===== src/rtl/bmsd_pkg.sv =====
// Shared types and constants for the stereo block-matching disparity core.
// No dependencies.
package bmsd_pkg;

  localparam int MaxWidth   = 1024;
  localparam int MaxWindow  = 15;
  localparam int MaxDisp    = 64;
  localparam int PixBits    = 8;
  localparam int Channels   = 3;
  localparam int ColBits    = 10;
  localparam int RowBits    = 12;
  localparam int SlotBits   = 4;
  localparam int DispBits   = 6;
  localparam int CostBits   = 26;
  localparam int AddrBits   = SlotBits + ColBits;
  localparam int WordBits   = PixBits * Channels;
  localparam int StepBits   = 7;

  localparam logic [2:0] RegWidth   = 3'd0;
  localparam logic [2:0] RegHeight  = 3'd1;
  localparam logic [2:0] RegHalfH   = 3'd2;
  localparam logic [2:0] RegHalfW   = 3'd3;
  localparam logic [2:0] RegMaxDisp = 3'd4;
  localparam logic [2:0] RegChans   = 3'd5;
  localparam logic [2:0] RegMode    = 3'd6;

  typedef enum logic [4:0] {
    ST_IDLE  = 5'b00001,
    ST_RUN   = 5'b00010,
    ST_DRAIN = 5'b00100,
    ST_MIN   = 5'b01000,
    ST_DONE  = 5'b10000
  } state_t;

  typedef struct packed {
    logic clear;
    logic shift;
    logic acc;
    logic drain;
    logic sad;
  } cell_ctl_t;

endpackage


===== src/rtl/bmsd_cell.sv =====
// One disparity cell: holds a delayed right pixel and the window cost.
// Uses bmsd_pkg.
module bmsd_cell (
  input  logic                                clk,
  input  bmsd_pkg::cell_ctl_t                 ctl,
  input  logic [bmsd_pkg::PixBits-1:0]        left_pix,
  input  logic [bmsd_pkg::PixBits-1:0]        r_in,
  input  logic [bmsd_pkg::CostBits-1:0]       acc_in,
  output logic [bmsd_pkg::PixBits-1:0]        r_out,
  output logic [bmsd_pkg::CostBits-1:0]       acc_out
);

  logic [bmsd_pkg::PixBits-1:0]   diff;
  logic [2*bmsd_pkg::PixBits-1:0] term;

  always_comb begin
    diff = (left_pix > r_in) ? left_pix - r_in : r_in - left_pix;
    term = ctl.sad ? {{bmsd_pkg::PixBits{1'b0}}, diff} : diff * diff;
  end

  always_ff @(posedge clk) begin
    if (ctl.shift) begin
      r_out <= r_in;
    end
    if (ctl.clear) begin
      acc_out <= '0;
    end else if (ctl.acc) begin
      acc_out <= acc_out + bmsd_pkg::CostBits'(term);
    end else if (ctl.drain) begin
      acc_out <= acc_in;
    end
  end

endmodule


===== config.mk =====
export PLATFORM = sky130hd
export DESIGN_NAME = bmsd_cell
export DESIGN_NICKNAME = d
export VERILOG_FILES = /design/src/rtl/bmsd_pkg.sv /design/src/rtl/bmsd_cell.sv
export SDC_FILE = /design/constraint.sdc
export NUM_CORES = 1
export LEC_CHECK = 0
export BUFFER_PORTS_ARGS = -buffer_cell sky130_fd_sc_hd__buf_2
export CELL_PAD_IN_SITES_DETAIL_PLACEMENT = 0
export CELL_PAD_IN_SITES_GLOBAL_PLACEMENT = 1
export CORE_MARGIN = 2
export CORE_UTILIZATION = 47
export DETAILED_ROUTE_END_ITERATION = 16
export PLACE_DENSITY = 0.88
export SYNTH_ARGS = -nofsm -noshare
export SYNTH_HDL_FRONTEND = slang
export SYNTH_SLANG_ARGS = --single-unit
export TNS_END_PERCENT = 20

===== constraint.sdc =====
create_clock -name clk -period 15.35 [get_ports clk]
set_input_delay 3.8375 -clock clk [delete_from_list [all_inputs] [get_ports clk]]
set_output_delay 3.8375 -clock clk [all_outputs]
set_load 0.01 [all_outputs]

==> metrics.cfg, run 1 <==
[floorplanning]
dieArea_um2=11300
io_pins=82
start_util=0.480
core_area_um2=10200
die_y_um=106
rows=37
dieWidth_um=106

[layout]
insertedDiodeCount=0
final_nets=792
nFillCells=998
area_growth_pct=10.7
drive_gt1_frac=0.163

[placed_design]
post-place-ws_ns=3.51
gp_congestion=0.884
io_buffers=81
post-dp-hpwl_um=9370

[cts]
cts-root-buf=clkbuf_8
clk_latency_ns=0.30
hold_buffers=0
ctsResizeCount=0
cts-buffers-inserted=5
htreeDepth=2
cts_buffer_depth=2
cts_setup_buffers=0
cts.sinks=34
cts_tree=done
clk_pin_slew_ns=0.08

[drt]
drc_errors=0
wirelength_um=11600
viasPerCell=5.62
ant_nets=0
detail_route.wl_per_cell_um=14.6
drt-pass1-iter-count=5
drt-initial-drc-count=244
via_count=4450

[sta]
fmax_mhz=86.2
slew_violations=0
fin_tns_setup_ns=0
fin_crit_sh=0.756
relSlewSlack=0.388
timing.hold.ws_ns=0.600
worstMarginPinSlew_ns=0.914
layout_setup_ws_ns=3.74
finClkSkew_ns=0.0196
timing.final.hold_violations=0
setup_violations=0
period_needed_ns=11.61
rsz0062_at_grt=no

[worst_hold_path]
hold_class=reg2reg

[yosys]
syn_area_um2=4910
netlist_top_cells_count=74 x inv_1, 61 x ha_1, 52 x nor2_1
synth_edf_count=8
synth_top_area_share=0.155
ys_async_sr_fraction=0
synth.avg_cell_area_um2=8.19
syn_inst=600
synth_cell_types=63
ys.warnings.count=0
syn_nets=736
synth_top_flop_cell=dfxtp_1
yosys-top-cells-area=ha_1 16%, fa_1 11%, dfxtp_1 11%
seq_area_frac_synth=0.155
yosysTopAreaCell=ha_1
synth.ff_latch_count=34
synth.most_common_cell=inv_1

[global_route]
grt_pass1_vias=4212
grt-ovfl-total=0
grtUsageTotal=0.212
grt_antenna_before_repair=0
grt_first_pass_wirelength_um=19800
grt_max_degree=49

[critical_path]
slowest_stage=xor2_1
cp_slowest_stage_delay_ns=0.74
worst-setup-path-type=in2reg
endpoint_kind=flop
cp_data_required_time_ns=15.50
crit_arrival_ns=11.76
cp_max_fo=11
worst_path_most_repeated_cell=ha_1
start_kind=input port

[job]
max-cap-violations=0

[outcome]
status=completed

==> sequential cells by signal, summed over array words and instances, names as in the netlist <==
| signal | count |
|---|---|
| r_out | 8 |
| acc_out | 26 |
==> kinds of logic (layout without fill, tap and decap cells) <==
family,count (synthesis),in the layout,synth area share
and+or+nand+nor,163,163,0.167
DFF,34,34,0.155
xor gates and xnor gates,32,32,0.0616
adders and majority gates,88,88,0.265
muxes,18,18,0.0372
AOI/OAI and AO/OA,159,159,0.226
buffers and inverters,106,162,0.0886
==> placed cells by master (no fill, tap or decap), types with 10 or more instances in the layout <==
master / count
nand2_1: 33
xor2_1: 12
buf_2: 81
ha_1: 61
nor2_1: 52
o21bai_1: 10
a21o_1: 19
o21ai_0: 16
inv_1: 74
a211oi_1: 29
mux2i_1: 16
nand3_1: 10
fa_1: 27
xnor2_1: 17
nor2b_1: 17
dfxtp_1: 26
a21oi_1: 37
==> worst max-delay path, delay by kind of cell <==
kind	cells	cell delay, ns
AOI/OAI and AO/OA	8	1.84
xor gates and xnor gates	2	0.91
adders and majority gates	7	2.92
buffers and inverters	4	0.22
muxes	2	0.44
and+or+nand+nor	6	1.59
==> routing by layer <==
| metal | part of all wire | vias up | GRT usage |
|---|---|---|---|
| met1 | 0.48 | 2097 | 0.305 |
| met2 | 0.45 | 133 | 0.335 |
| met5 | 0 | - | 0 |
| li1 | - | 2205 | - |
| met3 | 0.053 | 15 | 0.0349 |
| met4 | 0.016 | 0 | 0.0489 |
==> worst paths after layout <==
path / start / endpoint / slack (ns) / cells past startpoint
min: acc_out[23] / acc_out[23] / 0.60 / 2
max: left_pix[0] / acc_out[20] / 3.74 / 29
min reg2reg: acc_out[23] / acc_out[23] / 0.60 / 2
max reg2reg: acc_out[0] / acc_out[18] / 12.59 / 10
==> area by class of cell <==
class	count	area, um^2	share of cell area
Inverter	74	278	0.0511
Tap cell	136	170	0.0313
Sequential cell	34	761	0.140
Clock buffer	7	108	0.0198
Timing Repair Buffer	81	405	0.0745
Multi-Input combinational cell	460	3720	0.683
==> metrics by stage <==
stage	utilization	instances	area, um^2
2_1_floorplan	-	600	4910
4_1_cts	0.532	792	5440
5_1_grt	0.532	792	5440
6_report	0.532	792	5440
3_3_place_gp	0.521	785	5330
3_5_place_dp	0.521	785	5330
Power of run 1 is not shown: default switching activity piles up to over one toggle a cycle in this logic, so the estimate is an artifact.
==> inputs of run 2 (changes only) <==
--- a/config.mk
+++ b/config.mk
@@ -5,13 +5,14 @@
 export SDC_FILE = /design/constraint.sdc
 export NUM_CORES = 1
 export LEC_CHECK = 0
+export ABC_AREA = 1
 export BUFFER_PORTS_ARGS = -buffer_cell sky130_fd_sc_hd__buf_2
 export CELL_PAD_IN_SITES_DETAIL_PLACEMENT = 0
 export CELL_PAD_IN_SITES_GLOBAL_PLACEMENT = 1
 export CORE_MARGIN = 2
-export CORE_UTILIZATION = 47
+export CORE_UTILIZATION = 41
 export DETAILED_ROUTE_END_ITERATION = 16
-export PLACE_DENSITY = 0.88
+export PLACE_DENSITY = 0.82
 export SYNTH_ARGS = -nofsm -noshare
 export SYNTH_HDL_FRONTEND = slang
 export SYNTH_SLANG_ARGS = --single-unit
==> constraint.sdc (replaced) <==
create_clock -name clk -period 12 [get_ports clk]
set_input_delay 3 -clock clk [delete_from_list [all_inputs] [get_ports clk]]
set_output_delay 3 -clock clk [all_outputs]
set_load 0.01 [all_outputs]
==> run 2 against run 1 <==
Compared with the run above:
- synthesized cell count grew 47%
- synthesized area grew 12%
- count of clock-buffer cells in the layout is the same
- first-iteration DRC count grew 15%
- clock skew shrank 0.015 ns
- non-clock buffer count grew 1
- setup slack lost 1.3 ns
- flip-flop and latch count is the same
- critical path type unchanged
==> metrics.cfg, run 2 <==
[drt]
viasPerCell=4.82  ; was 5.62
drt-initial-drc-count=280  ; was 244
drt-pass1-iter-count=5  ; unchanged
detail_route.wl_per_cell_um=13.3  ; was 14.6 um
drc_errors=0  ; unchanged
via_count=5459  ; was 4450
ant_nets=0  ; unchanged
wirelength_um=15100  ; was 11600 um

[sta]
fin_tns_setup_ns=0  ; unchanged
setup_violations=0  ; unchanged
period_needed_ns=9.54
timing.final.hold_violations=0  ; unchanged
fin_crit_sh=0.795
relSlewSlack=0.325  ; was 0.388
worstMarginPinSlew_ns=1.01  ; was 0.914 ns
rsz0062_at_grt=no  ; unchanged
fmax_mhz=105
slew_violations=0  ; unchanged
finClkSkew_ns=0.00508  ; was 0.0196 ns

[layout]
area_growth_pct=12.8  ; was 10.7%
drive_gt1_frac=0.134  ; was 0.163
largest_reg_flops=26  ; unchanged
final_cell_mix=277 x nand2_1, 162 x inv_1, 81 x buf_2  ; was 81 x buf_2, 74 x inv_1, 61 x ha_1
multi_input_area_um2=4040  ; was 3720 um^2
insertedDiodeCount=0  ; unchanged
final_common_cell=nand2_1  ; was buf_2
nFillCells=1442  ; was 998
seq_area_um2=761  ; unchanged
final_nets=1091  ; was 792
reg_top3=acc_out: 26 flops, r_out: 8 flops  ; unchanged
largest-register=acc_out  ; unchanged

[floorplanning]
io_pins=82  ; unchanged
dieWidth_um=120  ; was 106 um
rows=42  ; was 37
die_y_um=120  ; was 106 um
dieArea_um2=14400  ; was 11300 um^2
core_area_um2=13200  ; was 10200 um^2
start_util=0.417  ; was 0.480

[yosys]
synth_cell_types=37  ; was 63
ys.warnings.count=0  ; unchanged
seq_area_frac_synth=0.138  ; was 0.155
yosysTopAreaCell=nand2_1  ; was ha_1
yosys-top-cells-area=nand2_1 19%, ha_1 14%, inv_1 11%  ; was ha_1 16%, fa_1 11%, dfxtp_1 11%
syn_area_um2=5500  ; was 4910 um^2
syn_inst=883  ; was 600
synth_top_area_share=0.189  ; was 0.155
synth_top_flop_cell=dfxtp_1  ; unchanged
netlist_top_cells_count=277 x nand2_1, 162 x inv_1, 73 x nor2_1  ; was 74 x inv_1, 61 x ha_1, 52 x nor2_1
ys_async_sr_fraction=0  ; unchanged
synth.ff_latch_count=34  ; unchanged
syn_nets=1019  ; was 736
synth.avg_cell_area_um2=6.23  ; was 8.19 um^2
synth.most_common_cell=nand2_1  ; was inv_1
synth_edf_count=8  ; unchanged

[critical_path]
start_kind=input port  ; unchanged
r2r_end=acc_out[14]  ; was acc_out[18]
reg2reg_from=acc_out[0]  ; unchanged
cp_data_required_time_ns=12.15  ; was 15.50 ns
rr_worst_depth=11  ; was 10
cp_max_fo=9  ; was 11
worst_path_most_repeated_cell=inv_1  ; was ha_1
endpoint_kind=flop  ; unchanged
reg2reg_slack_ns=9.64  ; was 12.59 ns
cp_slowest_stage_delay_ns=0.55  ; was 0.74 ns
slowest_stage=fa_1  ; was xor2_1
crit_arrival_ns=9.69  ; was 11.76 ns
worst-setup-path-type=in2reg  ; unchanged

[cts]
clk_pin_slew_ns=0.06  ; was 0.08 ns
hold_buffers=0  ; unchanged
cts-buffers-inserted=5  ; unchanged
clk_latency_ns=0.29  ; was 0.30 ns
cts_setup_buffers=0  ; unchanged
cts.sinks=34  ; unchanged
cts_tree=done  ; unchanged
htreeDepth=2  ; unchanged
ctsResizeCount=0  ; unchanged
cts-root-buf=clkbuf_16  ; was clkbuf_8
cts_buffer_depth=2  ; unchanged

[job]
max-cap-violations=0  ; unchanged

[global_route]
grt_antenna_before_repair=0  ; unchanged
grt-ovfl-total=0  ; unchanged
grt_first_pass_wirelength_um=25500  ; was 19800 um
grt_pass1_vias=5179  ; was 4212
grt_max_degree=32  ; was 49
grtUsageTotal=0.222  ; was 0.212

[worst_hold_path]
hold_class=reg2reg  ; unchanged
hold_end=acc_out[12]  ; was acc_out[23]
min_from=acc_out[12]  ; was acc_out[23]
hold_depth=2  ; unchanged

[placed_design]
io_buffers=81  ; unchanged
gp_congestion=0.890  ; was 0.884
post-dp-hpwl_um=12500  ; was 9370 um

[outcome]
status=completed  ; unchanged

## run 2: cell count changes after synthesis, sizes merged, moves of 18 or more
| cell | change |
|---|---|
| nand2 | +259 |
| inv | +93 |
| nand3 | +50 |
| a21o | -18 |
| a211oi | -29 |
| nor2 | +27 |
## run 2: worst max path at each step
stage / startpoint / end / slack [ns] / cells past startpoint
2_1_floorplan: left_pix[0] / acc_out[25] / 2.88 / 38
3_3_place_gp: left_pix[0] / acc_out[25] / 2.28 / 38
3_5_place_dp: left_pix[0] / acc_out[25] / 2.18 / 38
4_1_cts: left_pix[0] / acc_out[25] / 2.46 / 38
5_1_grt: left_pix[0] / acc_out[24] / 1.86 / 39
6_report: left_pix[0] / acc_out[25] / 2.46 / 38
## run 2: cells by family (layout without fill, tap and decap cells)
logic type | after synthesis | in the layout | synth area share
AND/OR/NAND/NOR | 455 | 455 | 0.351
buffers and inverters | 184 | 257 | 0.128
AO/OA/AOI/OAI | 98 | 98 | 0.108
adder cells (fa/ha/maj) | 88 | 88 | 0.237
flip-flops | 34 | 34 | 0.138
XOR/XNOR | 24 | 24 | 0.0382
## run 2: layout make-up
type | instances | share of cell area
sequential | 34 | 0.123
multi-input combinational | 665 | 0.650
clock inverter | 1 | 0.000807
clock buffer | 7 | 0.0230
tap | 176 | 0.0355
timing repair buffer | 82 | 0.0666
inverter | 167 | 0.101
## run 2: through the flow
step                hold WS (ns)  std cells  utilization  setup slack, ns  cell area [um^2]
floorplan                  0.506        883            -             2.88              5500
global placement           0.478       1124        0.459             2.28              6060
detailed placement         0.487       1124        0.459             2.18              6060
CTS                        0.497       1132        0.470             2.46              6200
global route               0.508       1132        0.470             1.86              6200
finish                     0.492       1132        0.470             2.46              6200
## run 2: per-layer routing
metal,GRT usage,share of wire,vias to the layer above
met2,0.366,0.46,107
met3,0.0181,0.032,17
met1,0.313,0.49,2445
met4,0.0581,0.018,0
li1,-,-,2890
met5,0,0,-
## run 2: critical path: cells and delay by family
family,cells,cell delay (ns)
buffers and inverters,9,0.61
AO/OA/AOI/OAI,6,1.05
adder cells (fa/ha/maj),8,3.35
AND/OR/NAND/NOR,15,1.67
Power of run 2 is left out for the same reason.
